==> config.mk <==
export PLATFORM = sky130hd
export DESIGN_NAME = frame_buffer_pool_allocator_unit
export DESIGN_NICKNAME = d
export VERILOG_FILES = /design/src/hdl/fbpa_pkg.sv /design/src/hdl/fbpa_ram.sv /design/src/hdl/fbpa_ctrl.sv /design/src/hdl/frame_buffer_pool_allocator_unit.sv
export SDC_FILE = /design/constraint.sdc
export NUM_CORES = 1
export LEC_CHECK = 0
export BUFFER_PORTS_ARGS = -buffer_cell sky130_fd_sc_hd__buf_2
export CORE_ASPECT_RATIO = 2
export CORE_MARGIN = 1.5
export CORE_UTILIZATION = 40
export CTS_BUF_LIST = sky130_fd_sc_hd__clkbuf_2 sky130_fd_sc_hd__clkbuf_4 sky130_fd_sc_hd__clkbuf_8
export DETAILED_ROUTE_END_ITERATION = 16
export GPL_ROUTABILITY_DRIVEN = 0
export HOLD_SLACK_MARGIN = 0.1
export PLACE_DENSITY = 0.6
export SLEW_MARGIN = 20
export SYNTH_ARGS = -nofsm -noshare
export SYNTH_HDL_FRONTEND = slang
export SYNTH_HIERARCHICAL = 1
export SYNTH_SLANG_ARGS = --single-unit
==> constraint.sdc <==
create_clock -name clk -period 8.3 [get_ports clk]
set_input_delay 1.66 -clock clk [delete_from_list [all_inputs] [get_ports clk]]
set_output_delay 1.66 -clock clk [all_outputs]
set_load 0.05 [all_outputs]
==> src/hdl/fbpa_pkg.sv <==
// Shared types and constants of the frame buffer pool allocator.
package fbpa_pkg;

	localparam int MAX_ENTRIES = 8;
	localparam int ID_BITS     = 16;
	localparam int IDX_W       = (MAX_ENTRIES > 1) ? $clog2(MAX_ENTRIES) : 1;
	localparam int CNT_W       = $clog2(MAX_ENTRIES + 1);

	typedef enum logic [1:0] {
		OP_INIT = 2'd0,
		OP_GET  = 2'd1,
		OP_PUT  = 2'd2,
		OP_MARK = 2'd3
	} op_t;

	localparam logic [1:0] USE_FREE = 2'd0;
	localparam logic [1:0] USE_CUR  = 2'd1;
	localparam logic [1:0] USE_PREP = 2'd2;

	typedef struct packed {
		logic [1:0]         use_st;
		logic               filled;
		logic [ID_BITS-1:0] id;
	} entry_t;

	localparam int ENTRY_W = $bits(entry_t);

	typedef struct packed {
		op_t                op;
		logic [ID_BITS-1:0] id;
		logic               cur;
		logic [2:0]         idx;
	} req_t;

	typedef struct packed {
		logic       granted;
		logic [2:0] index;
		logic       filled;
	} res_t;

	typedef struct packed {
		logic             rd_en;
		logic [IDX_W-1:0] rd_addr;
		logic             wr_en;
		logic [IDX_W-1:0] wr_addr;
		entry_t           wr_data;
	} ram_req_t;

endpackage

==> src/hdl/fbpa_ram.sv <==
// Generic single-write, single-read RAM with registered read data.
module fbpa_ram #(
	parameter int WIDTH = 8,
	parameter int DEPTH = 8
) (
	input  logic                     clk,
	input  logic                     wr_en,
	input  logic [$clog2(DEPTH)-1:0] wr_addr,
	input  logic [WIDTH-1:0]         wr_data,
	input  logic                     rd_en,
	input  logic [$clog2(DEPTH)-1:0] rd_addr,
	output logic [WIDTH-1:0]         rd_data
);

	logic [WIDTH-1:0] mem [DEPTH];

	always_ff @(posedge clk) begin
		if (wr_en) begin
			mem[wr_addr] <= wr_data;
		end
		if (rd_en) begin
			rd_data <= mem[rd_addr];
		end
	end

endmodule

==> src/hdl/fbpa_ctrl.sv <==
// Sequencer of the pool: init sweep, get scan and read-modify-write of one entry.
module fbpa_ctrl (
	input  logic                    clk,
	input  logic                    arst_n,
	input  logic                    in_valid,
	input  fbpa_pkg::req_t          in_req,
	output logic                    busy,
	input  logic [3:0]              pool_entries,
	output fbpa_pkg::ram_req_t      ram_req,
	input  fbpa_pkg::entry_t        ram_rd,
	output logic                    res_vld,
	output fbpa_pkg::res_t          res,
	input  logic                    res_take
);
	import fbpa_pkg::*;

	typedef enum logic [2:0] {
		ST_IDLE,
		ST_CLR,
		ST_SCAN,
		ST_DECIDE,
		ST_RD,
		ST_WR,
		ST_FIN
	} state_t;

	state_t             state_q;
	req_t               req_q;
	logic [CNT_W-1:0]   cnt_q;
	logic [CNT_W-1:0]   live_q;
	logic               chk_vld_s1;
	logic [IDX_W-1:0]   chk_idx_s1;
	logic               same_q, blank_q, free_q;
	logic [IDX_W-1:0]   same_idx_q, blank_idx_q, free_idx_q;
	logic               same_fill_q;
	res_t               res_q;

	logic [CNT_W-1:0]   init_n;
	logic               idx_ok;
	logic               hit;
	logic [IDX_W-1:0]   hit_idx;
	logic               hit_fill;
	logic [1:0]         new_use;
	logic               ram_free;

	// saturate the pool size to 1..MAX_ENTRIES
	always_comb begin
		if (pool_entries == 4'd0) begin
			init_n = CNT_W'(1);
		end else if (32'(pool_entries) > 32'(MAX_ENTRIES)) begin
			init_n = CNT_W'(MAX_ENTRIES);
		end else begin
			init_n = CNT_W'(pool_entries);
		end
	end

	assign idx_ok   = 32'(req_q.idx) < 32'(live_q);
	assign new_use  = req_q.cur ? USE_CUR : USE_PREP;
	assign ram_free = (ram_rd.use_st == USE_FREE);

	always_comb begin
		hit      = 1'b1;
		hit_idx  = '0;
		hit_fill = 1'b0;
		if (same_q) begin
			hit_idx  = same_idx_q;
			hit_fill = same_fill_q;
		end else if (blank_q) begin
			hit_idx = blank_idx_q;
		end else if (free_q) begin
			hit_idx = free_idx_q;
		end else if (!(req_q.cur && live_q != '0)) begin
			hit = 1'b0;
		end
	end

	always_comb begin
		ram_req         = '0;
		ram_req.rd_addr = cnt_q[IDX_W-1:0];
		ram_req.wr_addr = cnt_q[IDX_W-1:0];
		case (state_q)
			ST_CLR: begin
				ram_req.wr_en = 1'b1;
				if (cnt_q == live_q - CNT_W'(1) && live_q > CNT_W'(1)) begin
					ram_req.wr_data.use_st = USE_CUR;
				end
			end
			ST_SCAN: begin
				ram_req.rd_en = (cnt_q < live_q);
			end
			ST_DECIDE: begin
				ram_req.wr_en   = hit;
				ram_req.wr_addr = hit_idx;
				ram_req.wr_data = '{use_st: new_use, filled: hit_fill, id: req_q.id};
			end
			ST_RD: begin
				ram_req.rd_en   = 1'b1;
				ram_req.rd_addr = IDX_W'(req_q.idx);
			end
			ST_WR: begin
				ram_req.wr_en   = 1'b1;
				ram_req.wr_addr = IDX_W'(req_q.idx);
				ram_req.wr_data = ram_rd;
				if (req_q.op == OP_PUT) begin
					ram_req.wr_data.use_st = USE_FREE;
					if (ram_rd.id == {ID_BITS{1'b1}}) begin
						ram_req.wr_data.filled = 1'b0;
					end
				end else begin
					ram_req.wr_data.filled = 1'b1;
				end
			end
			default: begin
				ram_req.rd_en = 1'b0;
			end
		endcase
	end

	assign busy    = (state_q != ST_IDLE);
	assign res_vld = (state_q == ST_FIN);
	assign res     = res_q;

	always_ff @(posedge clk or negedge arst_n) begin
		if (!arst_n) begin
			state_q    <= ST_IDLE;
			live_q     <= '0;
			cnt_q      <= '0;
			chk_vld_s1 <= 1'b0;
			same_q     <= 1'b0;
			blank_q    <= 1'b0;
			free_q     <= 1'b0;
			res_q      <= '0;
		end else begin
			case (state_q)
				ST_IDLE: begin
					if (in_valid) begin
						req_q   <= in_req;
						cnt_q   <= '0;
						res_q   <= '0;
						same_q  <= 1'b0;
						blank_q <= 1'b0;
						free_q  <= 1'b0;
						case (in_req.op)
							OP_INIT: begin
								live_q  <= init_n;
								state_q <= ST_CLR;
							end
							OP_GET:  state_q <= ST_SCAN;
							default: state_q <= ST_RD;
						endcase
					end
				end
				ST_CLR: begin
					cnt_q <= cnt_q + CNT_W'(1);
					if (cnt_q == live_q - CNT_W'(1)) begin
						state_q <= ST_FIN;
					end
				end
				ST_SCAN: begin
					chk_vld_s1 <= (cnt_q < live_q);
					chk_idx_s1 <= cnt_q[IDX_W-1:0];
					if (cnt_q < live_q) begin
						cnt_q <= cnt_q + CNT_W'(1);
					end else if (!chk_vld_s1) begin
						state_q <= ST_DECIDE;
					end
					// record the first entry of each preference class
					if (chk_vld_s1 && ram_free) begin
						if (!same_q && ram_rd.id == req_q.id) begin
							same_q      <= 1'b1;
							same_idx_q  <= chk_idx_s1;
							same_fill_q <= ram_rd.filled;
						end
						if (!blank_q && !ram_rd.filled) begin
							blank_q     <= 1'b1;
							blank_idx_q <= chk_idx_s1;
						end
						if (!free_q) begin
							free_q     <= 1'b1;
							free_idx_q <= chk_idx_s1;
						end
					end
				end
				ST_DECIDE: begin
					res_q   <= '{granted: hit, index: hit ? 3'(hit_idx) : 3'd0,
						filled: hit_fill};
					state_q <= ST_FIN;
				end
				ST_RD: begin
					state_q <= idx_ok ? ST_WR : ST_FIN;
				end
				ST_WR: begin
					state_q <= ST_FIN;
				end
				ST_FIN: begin
					if (res_take) begin
						state_q <= ST_IDLE;
					end
				end
				default: state_q <= ST_IDLE;
			endcase
		end
	end

endmodule

==> src/hdl/frame_buffer_pool_allocator_unit.sv <==
// Top level of the frame buffer pool allocator.
//
// Input channel (in_valid / in_stall): one item per request: opcode (init, get,
// put, mark filled), picture_id, for_current and entry_index. An item is taken
// at a clock edge with in_valid high and in_stall low.
// Output channel (out_valid / out_stall): exactly one item per request:
// granted, granted_index and already_filled; all zero for anything but a
// successful get.
// Configuration: cfg_we / cfg_wdata write pool_entries (reset 8); write it
// only while the block is idle. Init saturates it to 1..8 entries.
// Steps after the accepting edge: get reads the live entries from the pool RAM,
// one entry a cycle, then drains the read, decides and writes back; put and
// mark read the entry and write it back (no write for an index outside the
// pool); init writes each live entry. The next item can be taken at the edge
// after out_valid rises while the output register is free; items are handled
// one at a time and in_stall is high while an item is in progress.
// Reset: the pool holds no live entries until the first init, so every get is
// refused. A stalled receiver holds the result in the output register; the
// block accepts the next item meanwhile and parks its result until the
// register frees.
module frame_buffer_pool_allocator_unit (
	input  logic                         clk,
	input  logic                         arst_n,
	input  logic                         cfg_we,
	input  logic [3:0]                   cfg_wdata,
	input  logic                         in_valid,
	output logic                         in_stall,
	input  logic [1:0]                   opcode,
	input  logic signed [15:0]           picture_id,
	input  logic                         for_current,
	input  logic [2:0]                   entry_index,
	output logic                         out_valid,
	input  logic                         out_stall,
	output logic                         granted,
	output logic [2:0]                   granted_index,
	output logic                         already_filled
);
	import fbpa_pkg::*;

	logic       [3:0] pool_entries_q;
	req_t             req;
	ram_req_t         ram_req;
	logic [ENTRY_W-1:0] ram_rd_bits;
	entry_t           ram_rd;
	logic             busy;
	logic             res_vld;
	res_t             res;
	logic             res_take;
	logic             out_valid_q;
	res_t             out_q;

	// hold the pool size register
	always_ff @(posedge clk or negedge arst_n) begin
		if (!arst_n) begin
			pool_entries_q <= 4'd8;
		end else if (cfg_we) begin
			pool_entries_q <= cfg_wdata;
		end
	end

	// picture id is sign-extended or cut to the stored id width
	assign req = '{op: op_t'(opcode), id: ID_BITS'(picture_id), cur: for_current,
		idx: entry_index};

	assign in_stall = busy;

	fbpa_ram #(
		.WIDTH(ENTRY_W),
		.DEPTH(MAX_ENTRIES)
	) u_pool_ram (
		.clk     (clk),
		.wr_en   (ram_req.wr_en),
		.wr_addr (ram_req.wr_addr),
		.wr_data (ram_req.wr_data),
		.rd_en   (ram_req.rd_en),
		.rd_addr (ram_req.rd_addr),
		.rd_data (ram_rd_bits)
	);

	assign ram_rd = entry_t'(ram_rd_bits);

	fbpa_ctrl u_ctrl (
		.clk          (clk),
		.arst_n       (arst_n),
		.in_valid     (in_valid),
		.in_req       (req),
		.busy         (busy),
		.pool_entries (pool_entries_q),
		.ram_req      (ram_req),
		.ram_rd       (ram_rd),
		.res_vld      (res_vld),
		.res          (res),
		.res_take     (res_take)
	);

	// take a finished result when the output register is empty or draining
	assign res_take = !out_valid_q || !out_stall;

	always_ff @(posedge clk or negedge arst_n) begin
		if (!arst_n) begin
			out_valid_q <= 1'b0;
		end else if (res_take) begin
			out_valid_q <= res_vld;
		end
	end

	always_ff @(posedge clk) begin
		if (res_take && res_vld) begin
			out_q <= res;
		end
	end

	assign out_valid      = out_valid_q;
	assign granted        = out_q.granted;
	assign granted_index  = out_q.index;
	assign already_filled = out_q.filled;

endmodule
==> flow_summary_export.csv <==
group,metric,value,unit
critical_path,crit_fanout,24,
timing,fin_worst_skew,31.0,ps
drt,remaining_drc_errors,0,
die,die-height,223,µm
logic_synthesis,synthTopCellsByArea,"edfxtp_1 (65%), mux4_2 (6.7%), dfrtp_1 (6.2%)",
drt,viasPerCell,5.58,
clock_network,cts-root-buf,"clkbuf_8",
clock_network,ctsResizeCount,0,
placement,place_hpwl,13.3,mm
clock_network,cts_made_buffers,36,
power_and_ir_drop,vdd_drop_max,154,µV
clock_network,cts-hold-fix-buffers,0,
logic_synthesis,synth_most_common_cell,"edfxtp_1",
logic_synthesis,yosysSeqAreaShare,0.717,
logic_synthesis,synth_compound_area_frac,0.0509,
drt,dr.pass1.iters,7,
critical_path,r2r_start,"u_ctrl/state_q[1]$_DFFE_PN0P_",
die,die_area,0.0253,mm²
logic_synthesis,synth_xor_area_frac,0.0199,
critical_path,path_class,"register to output port",
timing,hold_slack,455,ps
logic_synthesis,synth_top_family_by_area,"multiplexers",
clock_network,htreeDepth,2,
critical_path,worstSetupStartpoint,"u_ctrl/state_q[1]$_DFFE_PN0P_",
timing,max_slew_margin,0.287,
grt,antenna_found_initial,0,
drt,drt_iter0_drc,395,
clock_network,path_clk_slew,70,ps
layout,area_growth,12.9,%
placement,post-place-cells,843,
timing,min_period,3450,ps
timing,setup_viol,0,
logic_synthesis,synth-adder-area-share,0.0129,
layout,stdcell_count,908,
critical_path,critPathCaptureType,"output port",
clock_network,cts_tree,"yes",
grt,grt_overflow,0,
die,num_io_pins,38,
logic_synthesis,synth_mux_area_frac,0.130,
layout,final_nets,635,
layout,fillers,2059,
grt,grt_max_degree,39,
timing,drv_slew,0,
timing,fin_crit_sh,0.416,
logic_synthesis,synth_area_leader_cell,"edfxtp_1",
grt,grt_pass1_wl,31.4,mm
placement,io_buffers,37,
layout,fin_util,0.460,
power_and_ir_drop,p_leak,0.00380,µW
logic_synthesis,synth-simple-area-share,0.0527,
logic_synthesis,syn_area_per_cell,18.2,µm²
drt,wl,21.0,mm
drt,wl_per_cell,23.1,µm
timing,finalWorstSetupSlack,4850,ps
hold_path,hold_class,"register to register",
power_and_ir_drop,pwr-share-seq,0.450,
logic_synthesis,netlist_area,0.00971,mm²
logic_synthesis,async_flop_share,0.106,
timing,hold_viol_final,0,
critical_path,crit_arrival,1790,ps
timing,rsz0062_at_grt,"no",
logic_synthesis,synth_ff_type,"edfxtp_1",
grt,grt.total_usage,0.171,
drt,ant_nets,0,
logic_synthesis,synth.top_cell.area_share,0.653,
logic_synthesis,synthCells,532,
critical_path,critPathRequiredTime,6640,ps
die,fp.coreArea,0.0238,mm²
logic_synthesis,syn-num-nets,573,
clock_network,worstSkewPairLatency,550,ps
power_and_ir_drop,p_comb_frac,0.303,
power_and_ir_drop,p_switching,1290,µW
logic_synthesis,ys.warnings.count,6,
clock_network,cts.sinks,236,
run,maxCapViolations,0,
layout,drive_gt1_frac,0.277,
die,die_w,113,µm
timing,fmax,290,MHz
grt,grt_pass1_vias,5417,
logic_synthesis,synth_edf_count,211,
power_and_ir_drop,clkPwrFrac,0.248,
status,outcome,"finished clean",
critical_path,cp-start-kind,"register",
power_and_ir_drop,p_int,2710,µW
clock_network,cts.path.max_buffers,3,
logic_synthesis,ys_seq_elements,236,
placement,dp_slack,4460,ps
drt,via_count,5070,
timing,tightest_slew,1070,ps
logic_synthesis,yosysUniqueCellTypes,55,
clock_network,cts_setup_buffers,0,
die,start_util,0.407,
logic_synthesis,ys_top_cells_by_count,"edfxtp_1 (211), nand2_1 (30), mux4_2 (29), nor2_1 (26), dfrtp_1 (24)",
hold_path,hold_path_startpoint,"u_ctrl/res[4]$_DFFE_PN0P_",
power_and_ir_drop,sw_frac_of_total,0.323,
timing,fin_setup_tns,0,ps
die,num_rows,80,
power_and_ir_drop,power_density,366,mW/mm²
-- through the flow --
step,area (µm²),total power [µW]
final,11000,4010
after global routing,11000,4190
after CTS,11000,4060
after detailed placement,10200,3050
after global placement,10200,3010
after floorplan,9710,2700
-- worst paths after layout --
check                                                 endpoint  slack, ps  depth (start not counted)
min in group asynchronous        pool_entries_q[1]$_DFFE_PN0P_       1120                          1
worst max-delay path                                  in_stall       4850                          2
worst min-delay path                         granted$_DFFE_PP_        460                          0
max in group asynchronous            u_ctrl/res[1]$_DFFE_PN0P_       6750                          1
worst min register to register               granted$_DFFE_PP_        460                          0
worst max register to register  u_pool_ram/mem[2][1]$_DFFE_PP_       4870                          6
-- power by group through the flow --
stage / logic (µW) / registers [µW] / clock network, µW
after floorplan: 931 / 1770 / 0
after global placement: 1190 / 1810 / 0
after detailed placement: 1230 / 1820 / 0
after global routing: 1310 / 1820 / 1060
final: 1210 / 1800 / 992
after CTS: 1230 / 1800 / 1020
-- sequential cells by signal, summed over array words and instances, names as in the netlist, 4 cells and up --
signal              cells
pool_entries_q          4
u_ctrl/cnt_q            4
u_ctrl/live_q           4
u_ctrl/req_q           22
u_ctrl/res              5
u_pool_ram/mem        152
u_pool_ram/rd_data     19
-- layer usage --
metal,GRT usage,vias to the layer above,share of wire
met5,0,-,0
met4,0.0948,0,0.047
met3,0.0299,51,0.036
met2,0.326,152,0.56
met1,0.171,2617,0.35
li1,-,2250,-
-- logic make-up (layout without fill, tap and decap cells) --
logic type                 Yosys count  in the layout
DFF                                236            236
and+or+nand+nor                    103            103
AOI/OAI and AO/OA                   67             67
muxes                               65             65
buffers and inverters               29            117
xor gates and xnor gates            22             22
adders and majority gates           10             10
other                                0              1
-- worst max-delay path, stage by stage, from the launching register on --
cell and delay [ps]:
dfrtp_1 620, or3_1 400, buf_2 220
-- cell usage in the layout (no fill, tap or decap), drive strengths merged, types with 2 or more instances in the layout --
| cell type | n |
|---|---|
| mux2 | 27 |
| or3 | 3 |
| clkinv | 11 |
| mux4 | 38 |
| a21o | 4 |
| and2 | 4 |
| a21oi | 8 |
| bufinv | 2 |
| xnor2 | 5 |
| dfrtp | 24 |
| nand3 | 4 |
| edfxtp | 211 |
| nor3 | 9 |
| xor2 | 17 |
| a221o | 3 |
| a221oi | 2 |
| o41ai | 2 |
| nor4 | 4 |
| nand4 | 6 |
| buf | 44 |
| ha | 10 |
| nor2b | 4 |
| o21ai | 16 |
| inv | 10 |
| nand2 | 30 |
| a21boi | 4 |
| nor2 | 27 |
| a22o | 16 |
| clkbuf | 49 |
| nand2b | 6 |
| a32o | 3 |
-- layout make-up --
cell class	instances	area, µm²	area share
Clock inverter	15	123	0.0112
Multi-Input combinational cell	267	2630	0.240
Inverter	9	33.8	0.00308
Tap cell	287	359	0.0328
Antenna cell	1	2.50	0.000228
Sequential cell	236	6960	0.635
Clock buffer	49	612	0.0558
Timing Repair Buffer	44	238	0.0217
Note: power is estimated with default switching activity, not from simulation.
